## config.mk

```make
export PLATFORM = sky130hd
export DESIGN_NAME = push_pull_tone_generator
export DESIGN_NICKNAME = d
export VERILOG_FILES = /design/src/design/pptg_pkg.sv /design/src/design/push_pull_tone_generator.sv
export SDC_FILE = /design/constraint.sdc
export NUM_CORES = 2
export LEC_CHECK = 0
export ABC_AREA = 1
export BUFFER_PORTS_ARGS = -buffer_cell sky130_fd_sc_hd__buf_2
export CAP_MARGIN = 0
export CORE_UTILIZATION = 60
export DETAILED_ROUTE_END_ITERATION = 12
export GPL_TIMING_DRIVEN = 0
export HOLD_SLACK_MARGIN = 0.02
export PLACE_DENSITY = 0.77
export SYNTH_ARGS = -nofsm -noshare
export SYNTH_HDL_FRONTEND = slang
export SYNTH_SLANG_ARGS = --single-unit
```

## constraint.sdc

```tcl
create_clock -name aclk -period 9.8 [get_ports aclk]
set_input_delay 0.49 -clock aclk [delete_from_list [all_inputs] [get_ports aclk]]
set_output_delay 0.49 -clock aclk [all_outputs]
set_load 0.01 [all_outputs]
```

## src/design/pptg_pkg.sv

```systemverilog
// Package for the push-pull tone generator: constants, microcode word types
// and the control store. No dependencies.

package pptg_pkg;

    // Timer clock and limits of the tone arithmetic
    localparam logic [31:0] CLK_HZ       = 32'd64000000;
    localparam logic [23:0] MAX_TICK_HZ  = 24'd100000;
    localparam logic [23:0] TOP_MAX      = 24'd255;
    localparam logic [31:0] ENDLESS_TICKS = 32'h8000_0000;
    localparam logic [15:0] MS_PER_S     = 16'd1000;
    localparam logic [15:0] VOL_FULL     = 16'd255;
    localparam logic [3:0]  PSEL_MAX     = 4'd15;
    localparam logic [3:0]  SBITS_MAX    = 4'd8;
    localparam logic [3:0]  SBITS_MIN    = 4'd2;
    localparam logic [8:0]  PHASE_FULL   = 9'h100;

    // Reciprocal of 1000 scaled by 2^38 and rounded up: exact for any 32-bit numerator
    localparam logic [28:0] MS_RECIP       = 29'h10624DD3;
    localparam int          MS_RECIP_SHIFT = 38;

    localparam int PC_W = 5;
    localparam int CNT_W = 5;
    localparam logic [CNT_W-1:0] DIV_LAST = 5'd31;

    typedef logic [PC_W-1:0] pc_t;

    // Datapath actions of one microcode step
    typedef enum logic [3:0] {
        OP_NOP,
        OP_LATCH,
        OP_RATE_INIT,
        OP_RATE_STEP,
        OP_DIV_TOP,
        OP_DIV_STEP,
        OP_TOP_INIT,
        OP_TOP_STEP,
        OP_TMO_INIT,
        OP_TMO_LOAD,
        OP_DUTY_INIT,
        OP_COMMIT,
        OP_HALT,
        OP_TICK,
        OP_EMIT
    } op_t;

    // Jump conditions; a step jumps to its target when the condition holds
    typedef enum logic [3:0] {
        CD_NEVER,
        CD_ALWAYS,
        CD_NO_INPUT,
        CD_IS_TICK,
        CD_BAD_REQ,
        CD_RATE_OK,
        CD_SBITS_LOW,
        CD_CNT_NZ,
        CD_TOP_OK,
        CD_PSEL_TOP,
        CD_ENDLESS,
        CD_OUT_BUSY
    } cond_t;

    typedef struct packed {
        op_t   op;
        cond_t cond;
        pc_t   target;
    } ctrl_t;

    // Step addresses
    localparam pc_t ST_FETCH     = 5'd0;
    localparam pc_t ST_KIND      = 5'd1;
    localparam pc_t ST_CHECK     = 5'd2;
    localparam pc_t ST_RATE_INIT = 5'd3;
    localparam pc_t ST_RATE_TEST = 5'd4;
    localparam pc_t ST_RATE_STEP = 5'd5;
    localparam pc_t ST_RATE_LOOP = 5'd6;
    localparam pc_t ST_DIV_TOP   = 5'd7;
    localparam pc_t ST_TOP_DIV   = 5'd8;
    localparam pc_t ST_TOP_INIT  = 5'd9;
    localparam pc_t ST_TOP_TEST  = 5'd10;
    localparam pc_t ST_TOP_STEP  = 5'd11;
    localparam pc_t ST_TOP_LOOP  = 5'd12;
    localparam pc_t ST_TMO_INIT  = 5'd13;
    localparam pc_t ST_TMO_LOAD  = 5'd14;
    localparam pc_t ST_DUTY_INIT = 5'd15;
    localparam pc_t ST_COMMIT    = 5'd16;
    localparam pc_t ST_HALT      = 5'd17;
    localparam pc_t ST_TICK      = 5'd18;
    localparam pc_t ST_EMIT      = 5'd19;
    localparam pc_t ST_RETURN    = 5'd20;

    // Control store
    function automatic ctrl_t ucode(input pc_t pc);
        ctrl_t w;
        case (pc)
            ST_FETCH:     w = '{OP_LATCH,     CD_NO_INPUT,  ST_FETCH};
            ST_KIND:      w = '{OP_NOP,       CD_IS_TICK,   ST_TICK};
            ST_CHECK:     w = '{OP_NOP,       CD_BAD_REQ,   ST_HALT};
            ST_RATE_INIT: w = '{OP_RATE_INIT, CD_NEVER,     ST_FETCH};
            ST_RATE_TEST: w = '{OP_NOP,       CD_RATE_OK,   ST_DIV_TOP};
            ST_RATE_STEP: w = '{OP_RATE_STEP, CD_SBITS_LOW, ST_HALT};
            ST_RATE_LOOP: w = '{OP_NOP,       CD_ALWAYS,    ST_RATE_TEST};
            ST_DIV_TOP:   w = '{OP_DIV_TOP,   CD_NEVER,     ST_FETCH};
            ST_TOP_DIV:   w = '{OP_DIV_STEP,  CD_CNT_NZ,    ST_TOP_DIV};
            ST_TOP_INIT:  w = '{OP_TOP_INIT,  CD_NEVER,     ST_FETCH};
            ST_TOP_TEST:  w = '{OP_NOP,       CD_TOP_OK,    ST_TMO_INIT};
            ST_TOP_STEP:  w = '{OP_TOP_STEP,  CD_PSEL_TOP,  ST_HALT};
            ST_TOP_LOOP:  w = '{OP_NOP,       CD_ALWAYS,    ST_TOP_TEST};
            ST_TMO_INIT:  w = '{OP_TMO_INIT,  CD_ENDLESS,   ST_DUTY_INIT};
            ST_TMO_LOAD:  w = '{OP_TMO_LOAD,  CD_NEVER,     ST_FETCH};
            ST_DUTY_INIT: w = '{OP_DUTY_INIT, CD_NEVER,     ST_FETCH};
            ST_COMMIT:    w = '{OP_COMMIT,    CD_ALWAYS,    ST_EMIT};
            ST_HALT:      w = '{OP_HALT,      CD_ALWAYS,    ST_EMIT};
            ST_TICK:      w = '{OP_TICK,      CD_NEVER,     ST_FETCH};
            ST_EMIT:      w = '{OP_EMIT,      CD_OUT_BUSY,  ST_EMIT};
            ST_RETURN:    w = '{OP_NOP,       CD_ALWAYS,    ST_FETCH};
            default:      w = '{OP_NOP,       CD_ALWAYS,    ST_FETCH};
        endcase
        return w;
    endfunction

endpackage

```

## src/design/push_pull_tone_generator.sv

```systemverilog
// Push-pull tone generator: a microcoded sequencer over a shift-subtract divider.
// A tick passes through the kind and tick steps to the emit step; a tone request runs
// the rate check, the 32-step divide for the PWM top and up to ten prescaler steps.
// One word at a time: after the result is registered the sequencer returns to fetch,
// and a held result stalls it at the emit step.
// Synchronous active-low reset clears the tone state to stopped. Uses pptg_pkg.

module push_pull_tone_generator
    import pptg_pkg::*;
(
    input  logic        aclk,
    input  logic        aresetn,
    input  logic        s_valid,
    output logic        s_ready,
    input  logic        s_kind,
    input  logic [15:0] s_frequency,
    input  logic [15:0] s_duration,
    input  logic [7:0]  s_volume,
    input  logic        s_background,
    output logic        m_valid,
    input  logic        m_ready,
    output logic [7:0]  m_pwm_top,
    output logic [3:0]  m_clock_select,
    output logic [7:0]  m_drive_a,
    output logic [7:0]  m_drive_d,
    output logic        m_running
);

    // Sequencer and result handshake
    pc_t   pc_reg, pc_next;
    ctrl_t ctrl;
    logic  jump;
    logic  m_valid_reg;
    logic  out_busy;

    // Tone state
    logic [7:0]  phase_acc_reg, phase_step_reg, duty_level_reg, top_value_reg;
    logic [31:0] ticks_left_reg;
    logic [3:0]  prescale_sel_reg;
    logic        active_reg;

    // Latched request word and working registers
    logic             kind_reg, bg_reg;
    logic [15:0]      freq_reg, dur_reg;
    logic [7:0]       vol_reg;
    logic [23:0]      wrk_reg;
    logic [3:0]       sbits_reg, psel_reg;
    logic [31:0]      dvd_reg, tmo_reg;
    logic [15:0]      dvs_reg, rem_reg;
    logic [CNT_W-1:0] cnt_reg;
    logic [7:0]       da_reg, dd_reg;

    // Output word registers
    logic [7:0] out_top_reg, out_da_reg, out_dd_reg;
    logic [3:0] out_sel_reg;
    logic       out_run_reg;

    // Datapath helpers
    logic [16:0] rem_shift, rem_diff;
    logic        rem_fits;
    logic [31:0] tmo_prod, tmo_shift;
    logic [60:0] tmo_scaled;
    logic [15:0] duty_prod, duty_sum;
    logic [7:0]  phase_acc_next;
    logic [31:0] ticks_left_next;

    assign ctrl     = ucode(pc_reg);
    assign out_busy = m_valid_reg && !m_ready;
    assign s_ready  = (pc_reg == ST_FETCH);

    // Divide one quotient bit per step
    assign rem_shift = {rem_reg, dvd_reg[31]};
    assign rem_fits  = (rem_shift >= {1'b0, dvs_reg});
    assign rem_diff  = rem_shift - {1'b0, dvs_reg};

    // Timeout numerator wraps at 32 bits before the divide
    assign tmo_prod  = 32'(dur_reg) * 32'(freq_reg);
    assign tmo_shift = tmo_prod << sbits_reg;
    assign duty_prod = 16'(wrk_reg[7:0]) * 16'(vol_reg);

    // Divide the registered timeout numerator by 1000 through its reciprocal
    assign tmo_scaled = {29'd0, dvd_reg} * {32'd0, MS_RECIP};

    // Divide the registered duty product by 255: (x + (x >> 8) + 1) >> 8 up to 255 * 255
    assign duty_sum = dvd_reg[15:0] + {8'd0, dvd_reg[15:8]} + 16'd1;

    assign phase_acc_next  = phase_acc_reg + phase_step_reg;
    assign ticks_left_next = ticks_left_reg - 32'd1;

    // Evaluate the jump condition of the current step
    always_comb begin
        case (ctrl.cond)
            CD_NEVER:     jump = 1'b0;
            CD_ALWAYS:    jump = 1'b1;
            CD_NO_INPUT:  jump = !s_valid;
            CD_IS_TICK:   jump = kind_reg;
            CD_BAD_REQ:   jump = (freq_reg == 16'd0) || (vol_reg == 8'd0);
            CD_RATE_OK:   jump = (wrk_reg <= MAX_TICK_HZ);
            CD_SBITS_LOW: jump = (sbits_reg <= SBITS_MIN);
            CD_CNT_NZ:    jump = (cnt_reg != '0);
            CD_TOP_OK:    jump = (wrk_reg <= TOP_MAX);
            CD_PSEL_TOP:  jump = (psel_reg == PSEL_MAX);
            CD_ENDLESS:   jump = (dur_reg == 16'd0) || !bg_reg;
            CD_OUT_BUSY:  jump = out_busy;
            default:      jump = 1'b0;
        endcase
    end

    // Advance or jump
    always_comb begin
        if (jump) begin
            pc_next = ctrl.target;
        end else begin
            pc_next = pc_reg + pc_t'(1);
        end
    end

    // Control, tone state and result handshake
    always_ff @(posedge aclk) begin
        if (!aresetn) begin
            pc_reg           <= ST_FETCH;
            m_valid_reg      <= 1'b0;
            phase_acc_reg    <= '0;
            phase_step_reg   <= '0;
            duty_level_reg   <= '0;
            ticks_left_reg   <= '0;
            top_value_reg    <= '0;
            prescale_sel_reg <= '0;
            active_reg       <= 1'b0;
        end else begin
            pc_reg <= pc_next;
            // drop the valid once taken, unless a new word is loaded at this edge
            if (m_valid_reg && m_ready && (ctrl.op != OP_EMIT)) begin
                m_valid_reg <= 1'b0;
            end
            case (ctrl.op)
                OP_COMMIT: begin
                    top_value_reg    <= wrk_reg[7:0];
                    phase_step_reg   <= 8'(PHASE_FULL >> sbits_reg);
                    ticks_left_reg   <= tmo_reg;
                    duty_level_reg   <= duty_sum[15:8];
                    prescale_sel_reg <= psel_reg;
                    active_reg       <= 1'b1;
                end
                OP_HALT: begin
                    prescale_sel_reg <= '0;
                    active_reg       <= 1'b0;
                end
                OP_TICK: begin
                    if (active_reg) begin
                        phase_acc_reg  <= phase_acc_next;
                        ticks_left_reg <= ticks_left_next;
                        if (ticks_left_next == 32'd0) begin
                            prescale_sel_reg <= '0;
                            active_reg       <= 1'b0;
                        end
                    end
                end
                OP_EMIT: begin
                    if (!out_busy) begin
                        m_valid_reg <= 1'b1;
                    end
                end
                default: begin
                end
            endcase
        end
    end

    // Working registers and result word
    always_ff @(posedge aclk) begin
        case (ctrl.op)
            OP_LATCH: begin
                if (s_valid) begin
                    kind_reg <= s_kind;
                    freq_reg <= s_frequency;
                    dur_reg  <= s_duration;
                    vol_reg  <= s_volume;
                    bg_reg   <= s_background;
                end
            end
            OP_RATE_INIT: begin
                wrk_reg   <= {freq_reg, 8'h00};
                sbits_reg <= SBITS_MAX;
            end
            OP_RATE_STEP: begin
                wrk_reg   <= wrk_reg >> 1;
                sbits_reg <= sbits_reg - 4'd1;
            end
            OP_DIV_TOP: begin
                dvd_reg <= CLK_HZ >> sbits_reg;
                dvs_reg <= freq_reg;
                rem_reg <= '0;
                cnt_reg <= DIV_LAST;
            end
            OP_DIV_STEP: begin
                dvd_reg <= {dvd_reg[30:0], rem_fits};
                rem_reg <= rem_fits ? rem_diff[15:0] : rem_shift[15:0];
                cnt_reg <= cnt_reg - CNT_W'(1);
            end
            OP_TOP_INIT: begin
                wrk_reg  <= dvd_reg[23:0];
                psel_reg <= 4'd1;
            end
            OP_TOP_STEP: begin
                wrk_reg  <= wrk_reg >> 1;
                psel_reg <= psel_reg + 4'd1;
            end
            OP_TMO_INIT: begin
                tmo_reg <= ENDLESS_TICKS;
                dvd_reg <= tmo_shift;
            end
            OP_TMO_LOAD: begin
                tmo_reg <= {9'd0, tmo_scaled[60:MS_RECIP_SHIFT]};
            end
            OP_DUTY_INIT: begin
                dvd_reg <= 32'(duty_prod);
            end
            OP_COMMIT, OP_HALT: begin
                da_reg <= '0;
                dd_reg <= '0;
            end
            OP_TICK: begin
                if (active_reg && (ticks_left_next != 32'd0)) begin
                    if (phase_acc_next[7]) begin
                        da_reg <= '0;
                        dd_reg <= duty_level_reg;
                    end else begin
                        da_reg <= duty_level_reg;
                        dd_reg <= '0;
                    end
                end else begin
                    da_reg <= '0;
                    dd_reg <= '0;
                end
            end
            OP_EMIT: begin
                if (!out_busy) begin
                    out_top_reg <= top_value_reg;
                    out_sel_reg <= prescale_sel_reg;
                    out_da_reg  <= da_reg;
                    out_dd_reg  <= dd_reg;
                    out_run_reg <= active_reg;
                end
            end
            default: begin
            end
        endcase
    end

    assign m_valid        = m_valid_reg;
    assign m_pwm_top      = out_top_reg;
    assign m_clock_select = out_sel_reg;
    assign m_drive_a      = out_da_reg;
    assign m_drive_d      = out_dd_reg;
    assign m_running      = out_run_reg;

endmodule

```

==> flow_summary_export.csv <==
group,metric,value,unit
logic_synthesis,netlist_instances,5288,
global_route,grt-ovfl-total,0,
final_layout,post-route-cell-area,45800,sq um
worst_setup_path,worst_path_max_delay_cell,"edfxtp_1",
min_path,min_from,"s_duration[9]",
timing,finalClockSkew,38.8,ps
floorplan,dieArea,72500,sq um
worst_setup_path,slowest_delay,1120,ps
placement,port_buffers,76,
logic_synthesis,yosysUniqueCellTypes,63,
floorplan,die_h,269,um
timing,setup_slack,2240,ps
drt,drtIter0Drc,3284,
global_route,antenna_found_initial,0,
final_layout,drive_gt1_share,4.65,%
min_path,hold_path_end,"dur_reg[9]$_DFFE_PP_",
global_route,grt_pass1_vias,36000,
floorplan,io_pins,77,
logic_synthesis,synth.avg_cell_area,8.10,sq um
drt,drcViolationCount,0,
global_route,grt_pass1_wl,194,mm
floorplan,rows,97,
worst_setup_path,worstPathCellList,"inv_1 > fa_1 > inv_1 > ha_1 > fa_1 > inv_1 > fa_1 > fa_1 > inv_1 > fa_1 > ha_1 > ha_1 > nand2_1 > nor2_1 > nand2_1 > nor3_1 > nand4_1 > nand3_1 > a21oi_1 > o21ai_0 > nand2_1 > nand2_1 > nor2_1",
final_layout,fillers,6072,
cts,cts_resized,0,
final_layout,syn_to_final_growth,6.90,%
cts,cts_tree,"built",
cts,cts_sinks,300,
drt,vias,35700,
worst_setup_path,cp_max_fo,11,
timing,setup_viol,0,
worst_setup_path,crit_path_start_kind,"flip-flop",
global_route,grt_max_degree,33,
cts,h-tree-depth,2,
logic_synthesis,ys_seq_elements,300,
floorplan,die_x,269,um
placement,placed_area,44500,sq um
placement,dp_slack,2390,ps
drt,first_pass_iters,6,
flow_run,maxCapViolations,0,
outcome,outcome,"completed",
placement,post-dp-hpwl,99.3,mm
floorplan,start_util,60.9,%
worst_setup_path,r2r_end,"tmo_reg[18]$_SDFFCE_PN0P_",
timing,relSlewSlack,13.0,%
worst_setup_path,r2r-start,"dvd_reg[31]$_DFFE_PP_",
timing,min_period,7560,ps
worst_setup_path,critPathKind,"reg -> reg",
logic_synthesis,synth_nets,6438,
global_route,track_usage,34.0,%
logic_synthesis,synth_area,42800,sq um
drt,drt-total-wl,121,mm
worst_setup_path,r2r_setup_slack,2240,ps
timing,finalHoldViolations,0,
cts,cts_buffers,37,
final_layout,final_common_cell,"inv_1",
min_path,hold_class,"in -> reg",
cts,hold_buffers,0,
drt,postRouteAntennaNets,0,
worst_setup_path,crit_top_cell,"fa_1",
logic_synthesis,yosysSeqAreaShare,19.0,%
logic_synthesis,synthFlopType,"edfxtp_1",
placement,gp_congestion,1.06,
floorplan,fp.coreArea,70400,sq um
final_layout,mostFrequentLayoutCells,"inv_1, nand2_1, ha_1",
cts,post_cts_buffers,0,
timing,period_share,77.2,%
final_layout,antenna_cells,0,
min_path,min_path_cells,1,
drt,wire_per_inst,18.9,um
drt,viasPerCell,5.60,
cts,clockRootBuffer,"clkbuf_16",
timing,fmax,132,MHz
cts,cts_max_path_buffers,3,
timing,final.setup.tns,0,ps
timing,worst_pin_slew,1310,ps
final_layout,final_core_util,65.1,%
cts,clk_latency,580,ps
timing,slew_viol_final,0,
final_layout,nets,6561,
worst_setup_path,worst_r2r_path_depth,23,
logic_synthesis,async_flop_share,0,%
logic_synthesis,synth_warnings,0,
cts,clkSlewWorstSetupHoldPaths,60,ps
worst_setup_path,worstPathArrival,7860,ps
timing,rsz0062_at_grt,"no",
worst_setup_path,required,10100,ps
logic_synthesis,synth_edf_count,212,
worst_setup_path,crit_path_end_kind,"flip-flop",
cells in the mapped netlist (11+ instances only):
cell | count | area, sq um
a21o_1 | 23 | 173
nor2_1 | 343 | 1290
edfxtp_1 | 212 | 6370
nand2_1 | 1035 | 3880
clkbuf_1 | 106 | 398
nand4_1 | 37 | 231
nor2_2 | 19 | 119
o211ai_1 | 24 | 180
o21a_1 | 17 | 128
buf_1 | 11 | 41.3
o21ai_0 | 181 | 906
xor2_1 | 37 | 324
inv_1 | 1288 | 4830
a21oi_1 | 218 | 1090
xnor2_1 | 23 | 201
fa_1 | 530 | 10600
dfxtp_1 | 88 | 1760
ha_1 | 574 | 7180
a31oi_1 | 30 | 188
o221ai_1 | 17 | 149
nand3_1 | 260 | 1300
buf_2 | 29 | 145
o21bai_1 | 14 | 105
nor3_1 | 32 | 160
cell families (layout without fill, tap and decap cells):
| logic type | Yosys count | after routing | synth area share, % |
|---|---|---|---|
| AND/OR/NAND/NOR | 1793 | 1793 | 17.6 |
| multiplexers | 1 | 1 | 0.0234 |
| flip-flops | 300 | 300 | 19.0 |
| adder cells (fa/ha/maj) | 1104 | 1104 | 41.5 |
| XOR/XNOR | 61 | 61 | 1.26 |
| AO/OA/AOI/OAI | 578 | 578 | 7.77 |
| buffers and inverters | 1451 | 1601 | 12.9 |
critical path, delay by kind of cell (launching register included):
family,cells,cell delay [ps]
AOI/OAI and AO/OA,2,450
adders and majority gates,8,3740
buffers and inverters,4,810
DFF,1,1120
and+or+nand+nor,9,1130
metrics by stage:
step | std cells | hold WS (ps)
final | 6378 | 81.5
after global routing | 6378 | 69.9
after CTS | 6378 | 59.0
after detailed placement | 6312 | 405
after global placement | 6304 | 404
after floorplan | 5288 | 400
area by class of cell:
class	instances	area [sq um]	share of cell area [%]
multi-input combinational	3537	29200	63.8
sequential	300	8130	17.7
inverter	1300	4880	10.7
tap	940	1180	2.57
clock buffer	48	1040	2.27
buffer	151	626	1.37
timing repair buffer	84	498	1.09
clock inverter	18	219	0.478
routing by layer:
layer | track usage [%] | part of all wire, %
met3 | 6.91 | 9.8
met2 | 53.2 | 44
met1 | 47.4 | 43
met4 | 10.8 | 3.2
met5 | 0 | 0
worst max path at each step:
| stage | start | endpoint | slack (ps) | cells past startpoint |
|---|---|---|---|---|
| floorplan | dvd_reg[9]$_DFFE_PP_ | tmo_reg[12]$_SDFFCE_PN0P_ | 3690 | 25 |
| global placement | dvd_reg[31]$_DFFE_PP_ | tmo_reg[18]$_SDFFCE_PN0P_ | 2400 | 23 |
| detailed placement | dvd_reg[31]$_DFFE_PP_ | tmo_reg[18]$_SDFFCE_PN0P_ | 2390 | 23 |
| CTS | dvd_reg[31]$_DFFE_PP_ | tmo_reg[18]$_SDFFCE_PN0P_ | 2340 | 22 |
| global route | dvd_reg[31]$_DFFE_PP_ | tmo_reg[18]$_SDFFCE_PN0P_ | 2000 | 23 |
| finish | dvd_reg[31]$_DFFE_PP_ | tmo_reg[18]$_SDFFCE_PN0P_ | 2240 | 23 |
Power is left out: the tool's default activity adds up to more than one toggle a clock period on the data nets, which glitch-free logic cannot reach.
